==> src/sv/bounding_box_transform_assert.svh <==
// -----------------------------------------------------------------------------
// Bounding box transform assertion macros
// Concurrent check helpers, clocked on clk and disabled during reset.
// -----------------------------------------------------------------------------
`ifndef BOUNDING_BOX_TRANSFORM_ASSERT_SVH
`define BOUNDING_BOX_TRANSFORM_ASSERT_SVH

`ifndef SYNTH
// The consequent must hold in the same cycle as the antecedent.
`define BBT_ASSERT_NOW(name, ante, cons) \
	name: assert property (@(posedge clk) disable iff (!arst_n) (ante) |-> (cons)) \
		else $error("%m: check failed");
// The consequent must hold in the cycle after the antecedent.
`define BBT_ASSERT_NEXT(name, ante, cons) \
	name: assert property (@(posedge clk) disable iff (!arst_n) (ante) |=> (cons)) \
		else $error("%m: check failed");
`else
`define BBT_ASSERT_NOW(name, ante, cons)
`define BBT_ASSERT_NEXT(name, ante, cons)
`endif

`endif

==> src/sv/bbt_pkg.sv <==
// -----------------------------------------------------------------------------
// Bounding box transform package
// Widths, pipeline depths and shared types of the box transform.
// -----------------------------------------------------------------------------
package bbt_pkg;

	localparam int Q_W          = 32;
	localparam int AXES         = 3;
	localparam int CORNER_COUNT = 8;
	localparam int PROD_W       = 48;
	localparam int ACC_W        = 50;
	localparam int MAT_WORDS    = 8;
	localparam int DIV_BITS     = 2;
	localparam int DIV_STAGES   = Q_W / DIV_BITS;
	localparam int LANE_LAT     = DIV_STAGES + 4;
	localparam int MERGE_LAT    = 2;
	localparam int PIPE_DEPTH   = 1 + LANE_LAT + MERGE_LAT + 1;

	localparam logic [Q_W-1:0] Q_ONE = 32'h0001_0000;
	localparam logic [Q_W-1:0] Q_MAX = 32'h7fff_ffff;
	localparam logic [Q_W-1:0] Q_MIN = 32'h8000_0000;

	typedef logic [3:0][3:0][Q_W-1:0] mat_t;              // [row][col]
	typedef logic [AXES-1:0][Q_W-1:0] vec_t;
	typedef vec_t [CORNER_COUNT-1:0] corners_t;
	typedef logic [AXES-1:0][AXES-1:0][PROD_W-1:0] prod3_t; // [col][row]

	typedef struct packed {
		vec_t lo;
		vec_t hi;
		logic pass;
		logic proj;
		vec_t aff_min;
		vec_t aff_max;
		logic aff_err;
	} side_t;

	typedef struct packed {
		logic neg;
		logic zero;
		logic ovf;
		logic apos;
		logic aneg;
	} div_flag_t;

endpackage

==> src/sv/bbt_merge.sv <==
// -----------------------------------------------------------------------------
// Bounding box transform merge
// Reduces the eight corner results to a box and picks the final result.
// -----------------------------------------------------------------------------
module bbt_merge (
	input  logic                              clk,
	input  logic                              en,
	input  bbt_pkg::corners_t                 corner,
	input  logic [bbt_pkg::CORNER_COUNT-1:0]  corner_err,
	input  bbt_pkg::side_t                    side,
	output logic [2*bbt_pkg::AXES*bbt_pkg::Q_W-1:0] data,
	output logic [2:0]                        user
);
	localparam int QW = bbt_pkg::Q_W;

	logic [3:0][bbt_pkg::AXES-1:0][QW-1:0] min_s1, max_s1;
	logic                                   err_s1;
	bbt_pkg::side_t                         side_s1;
	bbt_pkg::vec_t                          min_s2, max_s2;
	logic                                   err_s2;
	bbt_pkg::side_t                         side_s2;

	function automatic logic [QW-1:0] smin(input logic [QW-1:0] x, input logic [QW-1:0] y);
		smin = ($signed(x) < $signed(y)) ? x : y;
	endfunction

	function automatic logic [QW-1:0] smax(input logic [QW-1:0] x, input logic [QW-1:0] y);
		smax = ($signed(x) > $signed(y)) ? x : y;
	endfunction

	always_ff @(posedge clk) begin
		if (en) begin
			for (int p = 0; p < 4; p++) begin
				for (int i = 0; i < bbt_pkg::AXES; i++) begin
					min_s1[p][i] <= smin(corner[2*p][i], corner[2*p+1][i]);
					max_s1[p][i] <= smax(corner[2*p][i], corner[2*p+1][i]);
				end
			end
			err_s1  <= |corner_err;
			side_s1 <= side;
		end
	end

	always_ff @(posedge clk) begin
		if (en) begin
			for (int i = 0; i < bbt_pkg::AXES; i++) begin
				min_s2[i] <= smin(smin(min_s1[0][i], min_s1[1][i]),
					smin(min_s1[2][i], min_s1[3][i]));
				max_s2[i] <= smax(smax(max_s1[0][i], max_s1[1][i]),
					smax(max_s1[2][i], max_s1[3][i]));
			end
			err_s2  <= err_s1;
			side_s2 <= side_s1;
		end
	end

	// Flags from the lowest bit up: passed_through, used_projective, range_error.
	always_comb begin
		if (side_s2.pass) begin
			data = {side_s2.hi, side_s2.lo};
			user = 3'b001;
		end else if (side_s2.proj) begin
			data = {max_s2, min_s2};
			user = {err_s2, 2'b10};
		end else begin
			data = {side_s2.aff_max, side_s2.aff_min};
			user = {side_s2.aff_err, 2'b00};
		end
	end

endmodule

==> config.mk <==
export PLATFORM = sky130hd
export DESIGN_NAME = bbt_merge
export DESIGN_NICKNAME = d
export VERILOG_FILES = /design/src/sv/bounding_box_transform_assert.svh /design/src/sv/bbt_pkg.sv /design/src/sv/bbt_merge.sv
export SDC_FILE = /design/constraint.sdc
export NUM_CORES = 2
export LEC_CHECK = 0
export BUFFER_PORTS_ARGS = -buffer_cell sky130_fd_sc_hd__buf_2
export CAP_MARGIN = 20
export CORE_AREA = 2 2 528 530
export CTS_BUF_LIST = sky130_fd_sc_hd__clkbuf_16
export CTS_CLUSTER_SIZE = 14
export DETAILED_ROUTE_END_ITERATION = 10
export DIE_AREA = 0 0 530 532
export GPL_ROUTABILITY_DRIVEN = 0
export SLEW_MARGIN = 10
export SYNTH_ARGS = -nofsm -noshare
export SYNTH_HDL_FRONTEND = slang
export SYNTH_SLANG_ARGS = --single-unit
==> constraint.sdc <==
create_clock -name clk -period 5.1 [get_ports clk]
set_clock_uncertainty 0.05 [all_clocks]
set_input_delay 0.765 -clock clk [delete_from_list [all_inputs] [get_ports clk]]
set_output_delay 0.765 -clock clk [all_outputs]
set_load 0.005 [all_outputs]
==> flow_summary.json <==
{
  "yosysTopAreaCell": "edfxtp_1",
  "overflow": 0,
  "synth_area_leaders": "edfxtp_1 (54%), ha_1 (12%), mux2_2 (7.2%)",
  "cellInternalPower_w": 0.0385,
  "cts_tree": "built",
  "yosys-top-cells-count": "edfxtp_1 (1,736), ha_1 (951), inv_1 (945), mux2i_1 (622), mux2_2 (617)",
  "max-slew-margin-rel_pct": 13.3,
  "clockPowerShare_pct": 26.0,
  "cp-end-kind": "register",
  "finalSetupViolCount": 146,
  "synth_area_per_cell_um2": 12.5,
  "synth_top_area_share_pct": 54.0,
  "antenna_found_initial": 142,
  "die_w_um": 530,
  "slew_violations": 0,
  "grt_max_degree": 148,
  "drive_gt1_share_pct": 37.2,
  "crit_arrival_ps": 6420,
  "fin_crit_sh_pct": 113,
  "areaGrowthSynthToFinish_pct": 37.0,
  "groute.usage.overall_pct": 26.7,
  "switchingPower_w": 0.0195,
  "ys_types": 67,
  "vias_per_cell": 5.31,
  "slowest_stage": "edfxtp_1",
  "drt-initial-drc-count": 7905,
  "synth_edf_count": 1736,
  "min_path_type": "primary input to register",
  "syn_inst": 7740,
  "clockRootBuffer": "clkbuf_16",
  "finalHoldViolCount": 0,
  "clk_latency_ps": 910,
  "cts_buffer_depth": 4,
  "stdcell_count": 14500,
  "start_util_pct": 35.0,
  "ir_worst_vdd_uv": 318,
  "sw_frac_of_total_pct": 33.6,
  "pwr-share-comb_pct": 39.5,
  "coreArea_um2": 276000,
  "drt-total-wl_um": 396000,
  "ant_nets": 0,
  "rsz0062_at_grt": "yes",
  "vias": 77200,
  "yosys_most_used_dff": "edfxtp_1",
  "cts.sinks": 1736,
  "io_pins": 1360,
  "path_class": "register to register",
  "post-place-cells": 13500,
  "netlist_area_um2": 96500,
  "maxCapViolCount": 0,
  "rows": 193,
  "hold_depth": 1,
  "place_area_um2": 115000,
  "tightest_slew_ps": 1300,
  "grt_pass1_wl_um": 540000,
  "p_leak_nw": 58.0,
  "cts_buffers": 205,
  "status": "complete, but fails checks",
  "powerDensity_nw_per_um2": 439,
  "hold_ws_ps": 96.0,
  "die_area_um2": 282000,
  "async_flop_share_pct": 0,
  "worst_setup_path_start_kind": "register",
  "cpPeakStageDelay_ps": 450,
  "max_freq_ghz": 0.173,
  "crit_top_cell": "buf_4",
  "first_global_vias": 76600,
  "hpwlAfterDp_um": 310000,
  "drc_errors": 0,
  "crit_required_ps": 5750,
  "synth_seq_cells": 1736,
  "cts.clk_slew.worst_paths_ps": 60,
  "r2r_cells": 26,
  "num-nets-final": 12700,
  "final_area_um2": 132000,
  "firstDrtPassIters": 6,
  "htree_levels": 4,
  "detail_route.wl_per_cell_um": 27.2,
  "fin_util_pct": 47.9,
  "synth_most_common_cell": "edfxtp_1",
  "io_buffers": 1359,
  "seq_area_frac_synth_pct": 54.0,
  "path_max_fanout": 7,
  "synth.net_count": 9856,
  "fin_ws_ps": -667,
  "period_minus_slack_ps": 5770,
  "die_h_um": 532,
  "yosysWarnings": 0,
  "violations": "negative setup slack",
  "num-fill-cells": 24300,
  "power_frac_seq_pct": 34.5
}
-- cell families after synthesis --
kind of cell	after synthesis	share of synthesized area, %
buf+inv	1203	4.74
flops	1736	54.0
compound gates	1432	9.24
fa+ha+maj	951	12.3
simple gates	1146	5.62
mux	1269	14.0
xor+xnor	3	0.0350
-- repair_timing --
item                                    4_1_cts  5_1_grt
resized for setup                           439      400
buffers inserted                            121      101
pin swaps                                   122      180
hold endpoints to repair                    357        0
hold buffers                                357        0
endpoints found under the setup margin      192      192
cloned                                       21       12
-- flip-flops by register name (all words and copies together), names as in the netlist --
register,count
min_s2,96
err_s2,1
min_s1,384
max_s2,96
side_s1,387
err_s1,1
side_s2,387
max_s1,384
-- cell type report --
type | instances | area, µm² | share of cell area [%]
flip-flops and latches | 1736 | 52100 | 39.4
multi-input cells | 4802 | 43900 | 33.2
repair buffers | 2901 | 21000 | 15.9
clock buffers | 206 | 5150 | 3.90
well taps | 3705 | 4640 | 3.51
inverters | 945 | 3550 | 2.69
clock inverters | 166 | 1630 | 1.23
diodes | 87 | 218 | 0.165
-- worst paths after layout --
check,slack (ps),start,endpoint
setup / recovery,-670,max_s1[30],max_s2[16]
hold / removal,100,side[328],side_s1[328]
setup reg to reg,-670,max_s1[30],max_s2[16]
hold reg to reg,360,side_s1[51],side_s2[51]
-- placed cells by master (no fill, tap or decap), types with 162 or more instances in the layout --
cell,count
mux2_2,603
nand2_1,464
nand4_1,173
buf_4,1021
o21ai_0,467
clkbuf_16,216
a21o_1,192
mux2i_1,472
edfxtp_1,1736
nor2_1,162
dlygate4sd3_1,357
a21oi_1,239
inv_1,921
buf_2,1358
ha_1,871
-- stage by stage --
| stage | power, W | setup WS (ps) | setup TNS [ps] |
|---|---|---|---|
| after floorplan | 0.0282 | 17.9 | 0 |
| after global routing | 0.0602 | -778 | -70770 |
| after detailed placement | 0.0375 | -975 | -104560 |
| after CTS | 0.0560 | -452 | -24430 |
| after global placement | 0.0371 | -763 | -79380 |
| final | 0.0580 | -667 | -44150 |
-- metal layers --
layer / global-route usage (%) / wire length, µm / up-vias
li1: - / - / 34700
met1: 33.9 / 158000 / 37800
met2: 42.3 / 179000 / 3742
met3: 5.70 / 33400 / 905
met4: 14.7 / 24600 / 70
met5: 0 / 458 / -
-- worst max-delay path, delay by kind of cell, from the launching register on --
family | cells | cell delay [ps]
compound gates | 5 | 890
fa+ha+maj | 2 | 550
buf+inv | 9 | 1330
flops | 1 | 450
mux | 2 | 540
simple gates | 8 | 1770
-- power by group through the flow --
stage | registers [W] | logic [W] | clock network, W
floorplan | 0.0191 | 0.00905 | 0
global placement | 0.0203 | 0.0168 | 0
detailed placement | 0.0203 | 0.0172 | 0
CTS | 0.0200 | 0.0207 | 0.0153
global route | 0.0202 | 0.0243 | 0.0158
finish | 0.0200 | 0.0229 | 0.0151
Power figures use the tool's default switching activity.
